[src/rtl/sfep_pkg.sv]
// Shared types and constants for the sensor FIFO event parser.
// No dependencies; imported by every module of the block.
`default_nettype none

package sfep_pkg;

	// event codes found at the start of each event
	localparam logic [7:0] EV_TS_LOW     = 8'd252;
	localparam logic [7:0] EV_TS_LOW_WK  = 8'd246;
	localparam logic [7:0] EV_TS_HIGH    = 8'd253;
	localparam logic [7:0] EV_TS_HIGH_WK = 8'd247;
	localparam logic [7:0] EV_ACCEL      = 8'd1;
	localparam logic [7:0] EV_ACCEL_WK   = 8'd33;
	localparam logic [7:0] EV_META       = 8'd254;
	localparam logic [7:0] EV_META_WK    = 8'd248;

	// payload lengths in bytes
	localparam logic [2:0] LEN_TS    = 3'd2;
	localparam logic [2:0] LEN_ACCEL = 3'd7;
	localparam logic [2:0] LEN_META  = 3'd3;

	// bytes held before the final accel byte
	localparam int unsigned PAY_BYTES = 6;

	localparam logic KIND_ACCEL = 1'b0;
	localparam logic KIND_ERROR = 1'b1;

	localparam int unsigned OUT_DEPTH = 2;

	typedef struct packed {
		logic [7:0] data_byte;
		logic       end_of_packet;
	} in_item_t;

	typedef struct packed {
		logic               kind;
		logic signed [15:0] accel_x;
		logic signed [15:0] accel_y;
		logic signed [15:0] accel_z;
		logic [7:0]         sensor_status;
		logic [31:0]        sample_time;
		logic [7:0]         bad_code;
	} out_item_t;

endpackage

`default_nettype wire

[src/rtl/sfep_parser.sv]
// Byte-level event parser: phase, byte counter, payload bytes and timestamp.
// Depends on sfep_pkg. Produces at most one result per accepted byte.
`default_nettype none

module sfep_parser
	import sfep_pkg::*;
(
	input  wire logic      clk,
	input  wire logic      arst_n,
	input  wire logic      in_acc,
	input  wire in_item_t  in_item,
	output logic           res_valid,
	output out_item_t      res
);

	localparam logic [2:0] PH_CODE    = 3'd0;
	localparam logic [2:0] PH_TS_LOW  = 3'd1;
	localparam logic [2:0] PH_TS_HIGH = 3'd2;
	localparam logic [2:0] PH_ACCEL   = 3'd3;
	localparam logic [2:0] PH_META    = 3'd4;
	localparam logic [2:0] PH_DISCARD = 3'd5;

	logic [2:0]                 phase_q, nxt_phase;
	logic [2:0]                 idx_q, nxt_idx, idx_inc;
	logic [31:0]                time_q, nxt_time;
	logic [PAY_BYTES-1:0][7:0]  pay_q;
	logic [2:0]                 len;
	logic                       res_hit;
	logic [7:0]                 b;

	assign b       = in_item.data_byte;
	assign idx_inc = idx_q + 3'd1;

	always_comb begin
		unique case (phase_q) inside
			PH_TS_LOW, PH_TS_HIGH: len = LEN_TS;
			PH_ACCEL:              len = LEN_ACCEL;
			PH_META:               len = LEN_META;
			default:               len = 3'd0;
		endcase
	end

	always_comb begin
		nxt_phase = phase_q;
		nxt_idx   = idx_q;
		nxt_time  = time_q;
		res_hit   = 1'b0;
		res       = '0;
		unique case (phase_q) inside
			PH_TS_LOW, PH_TS_HIGH, PH_ACCEL, PH_META: begin
				nxt_idx = idx_inc;
				if (idx_inc == len) begin
					if (phase_q == PH_TS_LOW) begin
						nxt_time = {time_q[31:16], b, pay_q[0]};
					end else if (phase_q == PH_TS_HIGH) begin
						nxt_time = {b, pay_q[0], time_q[15:0]};
					end else if (phase_q == PH_ACCEL) begin
						res_hit           = 1'b1;
						res.kind          = KIND_ACCEL;
						res.accel_z       = {pay_q[1], pay_q[0]};
						res.accel_y       = {pay_q[3], pay_q[2]};
						res.accel_x       = {pay_q[5], pay_q[4]};
						res.sensor_status = b;
						res.sample_time   = time_q;
					end
					nxt_phase = PH_CODE;
					nxt_idx   = 3'd0;
				end
			end
			PH_DISCARD: begin
			end
			default: begin
				nxt_idx = 3'd0;
				case (b) inside
					EV_TS_LOW, EV_TS_LOW_WK:   nxt_phase = PH_TS_LOW;
					EV_TS_HIGH, EV_TS_HIGH_WK: nxt_phase = PH_TS_HIGH;
					EV_ACCEL, EV_ACCEL_WK:     nxt_phase = PH_ACCEL;
					EV_META, EV_META_WK:       nxt_phase = PH_META;
					default: begin
						res_hit      = 1'b1;
						res.kind     = KIND_ERROR;
						res.bad_code = b;
						nxt_phase    = PH_DISCARD;
					end
				endcase
			end
		endcase
		if (in_item.end_of_packet) begin
			nxt_phase = PH_CODE;
			nxt_idx   = 3'd0;
		end
	end

	assign res_valid = in_acc & res_hit;

	always_ff @(posedge clk or negedge arst_n) begin
		if (!arst_n) begin
			phase_q <= PH_CODE;
			idx_q   <= 3'd0;
			time_q  <= '0;
		end else if (in_acc) begin
			phase_q <= nxt_phase;
			idx_q   <= nxt_idx;
			time_q  <= nxt_time;
		end
	end

	// payload bytes are always written before they are read within an event
	always_ff @(posedge clk) begin
		for (int k = 0; k < PAY_BYTES; k++) begin
			if (in_acc && idx_q == 3'(k)) begin
				pay_q[k] <= b;
			end
		end
	end

endmodule

`default_nettype wire

[src/rtl/sfep_out_buf.sv]
// Two-entry result queue between the parser and the output channel.
// Depends on sfep_pkg. Lets the parser keep taking bytes while a result waits.
`default_nettype none

module sfep_out_buf
	import sfep_pkg::*;
(
	input  wire logic      clk,
	input  wire logic      arst_n,
	input  wire logic      push,
	input  wire out_item_t push_item,
	output logic           full,
	output logic           out_valid,
	input  wire logic      out_stall,
	output out_item_t      out_item
);

	localparam int unsigned PW = $clog2(OUT_DEPTH);
	localparam int unsigned CW = $clog2(OUT_DEPTH + 1);

	out_item_t         mem [OUT_DEPTH];
	logic [PW-1:0]     wr_q, rd_q;
	logic [CW-1:0]     cnt_q;
	logic              pop;

	assign out_valid = (cnt_q != '0);
	assign full      = (cnt_q == CW'(OUT_DEPTH));
	assign pop       = out_valid & ~out_stall;
	assign out_item  = mem[rd_q];

	always_ff @(posedge clk or negedge arst_n) begin
		if (!arst_n) begin
			wr_q  <= '0;
			rd_q  <= '0;
			cnt_q <= '0;
		end else begin
			if (push) begin
				wr_q <= (wr_q == PW'(OUT_DEPTH - 1)) ? '0 : wr_q + PW'(1);
			end
			if (pop) begin
				rd_q <= (rd_q == PW'(OUT_DEPTH - 1)) ? '0 : rd_q + PW'(1);
			end
			if (push && !pop) begin
				cnt_q <= cnt_q + CW'(1);
			end else if (pop && !push) begin
				cnt_q <= cnt_q - CW'(1);
			end
		end
	end

	always_ff @(posedge clk) begin
		if (push) begin
			mem[wr_q] <= push_item;
		end
	end

endmodule

`default_nettype wire

[src/rtl/sensor_fifo_event_parser_top.sv]
// Top level of the sensor FIFO event parser: parser plus output queue.
// Depends on sfep_pkg, sfep_parser and sfep_out_buf.
`default_nettype none

// Deframes the sensor hub FIFO byte stream into accelerometer samples. One
// byte is taken per cycle whenever in_stall is low; in_stall rises only when
// the two-entry output queue is full, so with the output side draining the
// block sustains one byte every cycle. Timestamp events update the kept
// 32-bit time, meta events are skipped, each complete accelerometer event
// yields one sample (kind 0) on the byte that ends it, and an unknown code
// yields one error item (kind 1, bad_code set) on that byte, after which the
// rest of the packet is ignored. end_of_packet returns the parser to
// expecting an event code and drops any unfinished event. Each result is
// registered in the output queue and leaves it behind any earlier results.
module sensor_fifo_event_parser_top
	import sfep_pkg::*;
(
	input  wire logic      clk,
	input  wire logic      arst_n,
	input  wire logic      in_valid,
	output logic           in_stall,
	input  wire in_item_t  in_item,
	output logic           out_valid,
	input  wire logic      out_stall,
	output out_item_t      out_item
);

	logic      in_acc;
	logic      res_valid;
	out_item_t res;

	assign in_acc = in_valid & ~in_stall;

	sfep_parser u_parser (
		.clk       (clk),
		.arst_n    (arst_n),
		.in_acc    (in_acc),
		.in_item   (in_item),
		.res_valid (res_valid),
		.res       (res)
	);

	sfep_out_buf u_out_buf (
		.clk       (clk),
		.arst_n    (arst_n),
		.push      (res_valid),
		.push_item (res),
		.full      (in_stall),
		.out_valid (out_valid),
		.out_stall (out_stall),
		.out_item  (out_item)
	);

	a_res_needs_accept: assert property (@(posedge clk) disable iff (!arst_n)
		res_valid |-> in_acc)
		else $error("result produced without an accepted byte");

	a_res_reaches_out: assert property (@(posedge clk) disable iff (!arst_n)
		res_valid |=> out_valid)
		else $error("queued result not visible on output");

	a_stall_means_pending: assert property (@(posedge clk) disable iff (!arst_n)
		in_stall |-> out_valid)
		else $error("input stalled with nothing pending on output");

	a_error_fields_clear: assert property (@(posedge clk) disable iff (!arst_n)
		(res_valid && res.kind == KIND_ERROR) |->
		(res.sample_time == '0 && res.sensor_status == '0 && res.accel_x == '0))
		else $error("error item carries sample fields");

endmodule

`default_nettype wire

[config.mk]
export PLATFORM = sky130hd
export DESIGN_NAME = sensor_fifo_event_parser_top
export DESIGN_NICKNAME = d
export VERILOG_FILES = /design/src/rtl/sfep_pkg.sv /design/src/rtl/sfep_parser.sv /design/src/rtl/sfep_out_buf.sv /design/src/rtl/sensor_fifo_event_parser_top.sv
export SDC_FILE = /design/constraint.sdc
export NUM_CORES = 1
export LEC_CHECK = 0
export BUFFER_PORTS_ARGS = -buffer_cell sky130_fd_sc_hd__buf_2
export CAP_MARGIN = 30
export CELL_PAD_IN_SITES_DETAIL_PLACEMENT = 1
export CELL_PAD_IN_SITES_GLOBAL_PLACEMENT = 1
export CORE_MARGIN = 2
export CORE_UTILIZATION = 45
export CTS_CLUSTER_DIAMETER = 150
export DETAILED_ROUTE_END_ITERATION = 7
export GPL_TIMING_DRIVEN = 0
export PLACE_DENSITY = 0.78
export SKIP_LAST_GASP = 1
export SYNTH_ARGS = -nofsm -noshare
export SYNTH_HDL_FRONTEND = slang
export SYNTH_SLANG_ARGS = --single-unit
[constraint.sdc]
create_clock -name clk -period 19.17 [get_ports clk]
set_input_delay 2.8755 -clock clk [delete_from_list [all_inputs] [get_ports clk]]
set_output_delay 2.8755 -clock clk [all_outputs]
set_load 0.02 [all_outputs]
==> out/qor.yml <==
outcome:
  result_of_the_run: "finished, final reports clean"
place:
  dp_worst_setup_slack_ns: 13.32
  placed_cells: 1091
  routabilityCongestion: 0.851
  dp_hpwl_um: 16900
  port_buffers: 111
global_routing:
  vias_in_the_first_global_route: 6785
  antenna_found_initial: 2
  grt_first_pass_wirelength_um: 39900
  grt_usage_pct: 20.1
  globalRouteOverflowTotal: 0
  maximum_number_of_pins_on_one_net_before_global_route_repair: 37
power:
  net-switching-power_mw: 0.589
  internal-power_mw: 1.29
  pwr_density_cell_mw_per_mm2: 141
  power.share.switching_pct: 31.3
  peakVddDrop_v: 0.0000619
  pwr-share-seq_pct: 43.1
  leakagePower_nw: 5.07
  power.share.combinational_pct: 28.6
  power_frac_clock_pct: 28.3
  finalPower_mw: 1.88
logic_synthesis:
  ys_top_cells_by_area: "sky130_fd_sc_hd__edfxtp_1 65%, sky130_fd_sc_hd__mux2_2 12%, sky130_fd_sc_hd__dfrtp_1 9.4%"
  cells_after_synth: 642
  yosys.area.top_type_share_pct: 64.8
  synth_edf_count: 242
  synth.net_count: 661
  synth.lib_cells_used.distinct: 48
  yosysWarnings: 0
  synth_async_sr_flop_share_pct: 14.8
  ys_ff_latch: 284
  synth.avg_cell_area_um2: 17.5
  netlist.top_cell.by_area: "sky130_fd_sc_hd__edfxtp_1"
  synth-main-ff-cell: "sky130_fd_sc_hd__edfxtp_1"
  ys_seq_area_share_pct: 74.1
  post_synth_instance_area_mm2: 0.0112
setup_path:
  worst_path_max_delay_cell: "sky130_fd_sc_hd__clkbuf_1"
  critPathMaxStageDelay_ns: 0.59
  critical_path_arrival_ns: 3.00
  worstPathMaxFanout: 10
  critical_path_capture_point_type: "primary output"
  r2r_slack_ns: 14.87
  worstPathCellList: "clkbuf_1 -> clkbuf_1 -> buf_1 -> mux2_2 -> buf_2"
  critical_path_required_ns: 16.29
  critPathLaunchType: "register"
  crit_top_cell: "sky130_fd_sc_hd__clkbuf_1"
  critPathKind: "register to primary output"
hold_path:
  min-delay-path-class: "register to register"
clocking:
  post_cts_buffers: 0
  worstSkewPairLatency_ns: 0.53
  hold_buffers: 0
  cts-root-buf: "sky130_fd_sc_hd__clkbuf_16"
  post_cts_resized: 0
  clock_tree.htree_level_count: 1
  cts.reportedPaths.clkPinSlew_ns: 0.06
  clock_tree.buffer_depth: 3
  number_of_buffers_created_by_cts: 28
  cts_tree: "done"
  cts.sink_count: 284
die:
  floorplan.core_area_mm2: 0.0244
  die_width_um: 162
  ios: 112
  die-area_mm2: 0.0262
  fp-row-count: 57
  initial_utilization_pct: 46.0
  die_height_um: 162
sta:
  setup_viol_count_final: 0
  timing.hold.ws_ns: 0.488
  slew_headroom_pct: 50.2
  final-max-slew-violation-count: 0
  clock-skew-final_ns: 0.0104
  achievable-frequency_ghz: 0.170
  min_period_ns: 5.88
  postLayoutSetupSlackWorst_ns: 13.29
  tightestPinTransition_ns: 0.747
  post-route-period-util_pct: 30.7
  finalHoldViolCount: 0
  finalSetupTns_ns: 0
  grt_setup_unrepaired: "false"
drt:
  route.detailed.drc: 0
  post_route_ant_nets: 0
  vias: 6050
  first_iter_violations: 370
  avgRoutedWirePerCell_um: 22.9
  drt-vias-per-instance: 5.28
  drt_wl_total_um: 26200
  drt_pre_antenna_iters: 5
cells_and_area:
  design.final.nets: 817
  fraction_of_final_layout_cells_with_drive_strength_greater_than_1_pct: 37.7
  area_delta_synth_final_pct: 18.7
  mostFrequentLayoutCells: "242 x sky130_fd_sc_hd__edfxtp_1, 118 x sky130_fd_sc_hd__mux2_2, 113 x sky130_fd_sc_hd__buf_2, 93 x sky130_fd_sc_hd__and2_1, 42 x sky130_fd_sc_hd__dfrtp_1"
  commonest_non_fill_non_tap_cell_in_the_layout: "sky130_fd_sc_hd__edfxtp_1"
  fin_cells: 1145
job:
  drv_cap: 0
state kept, by name, summed over array words and instances, names as in the netlist:
name and cells:
u_out_buf.cnt_q 2, u_out_buf.mem 194, u_out_buf.rd_q 1, u_out_buf.wr_q 1, u_parser.idx_q 3, u_parser.pay_q 48
u_parser.phase_q 3, u_parser.time_q 32
power groups by stage:
stage / clock network [mW] / logic [mW] / registers [mW]
floorplan: 0 / 0.348 / 0.824
global placement: 0 / 0.501 / 0.840
detailed placement: 0 / 0.540 / 0.822
CTS: 0.541 / 0.546 / 0.811
global route: 0.566 / 0.574 / 0.819
finish: 0.533 / 0.539 / 0.811
logic make-up (layout without fill, tap and decap cells):
kind of cell	after synthesis	after routing	share of synthesized area (%)
and+or+nand+nor	150	150	8.06
DFF	284	284	74.1
xor gates and xnor gates	5	5	0.390
AOI/OAI and AO/OA	25	25	1.74
buffers and inverters	42	220	1.62
other	0	1	0
adders and majority gates	6	6	0.669
muxes	130	130	13.4
path summary, 6_finish.rpt:
check                               startpoint  cells after the start                    to
min in group asynchronous               arst_n                      1   u_parser.time_q[31]
max in group asynchronous               arst_n                      2    u_parser.time_q[4]
hold reg to reg            u_parser.time_q[18]                      1   u_parser.time_q[18]
hold / removal             u_parser.time_q[18]                      1   u_parser.time_q[18]
setup / recovery                u_out_buf.rd_q                      5          out_item[80]
setup reg to reg             u_parser.idx_q[0]                     12  u_out_buf.mem[1][69]
final cells by class:
type / instances / area (um2)
timing repair buffer: 126 / 764
tap: 324 / 405
buffer: 33 / 148
sequential: 284 / 8320
antenna: 1 / 2.50
multi-input combinational: 316 / 2730
inverter: 9 / 33.8
clock inverter: 7 / 43.8
clock buffer: 45 / 867
fill: 2306 / 11100
critical path: cells and delay by family, from the launching register on:
kind / cells / cell delay (ns)
buf+inv: 4 / 1.72
mux: 1 / 0.42
flops: 1 / 0.34
per-stage QoR:
step	instance area, um2	utilization [%]
6_report	13300	54.6
5_1_grt	13300	54.6
4_1_cts	13300	54.6
3_5_place_dp	12400	50.8
3_3_place_gp	12200	49.9
2_1_floorplan	11200	-
synth_stat cells (all sizes together) (4+ instances only):
cell      n
nand2    11
dfrtp    42
clkbuf   27
buf       6
nand3     5
mux2    129
inv       9
ha        6
edfxtp  242
nand2b    5
and3      9
o21ai     4
and2     93
nor2      8
metal layers:
layer / track usage [%] / up-vias / wire, um
met5: 0 / - / 0
met4: 5.95 / 0 / 559
met3: 3.01 / 38 / 1190
met2: 36.6 / 177 / 13800
met1: 24.7 / 3125 / 10600
li1: - / 2710 / -
(Power assumes the default switching activity.)
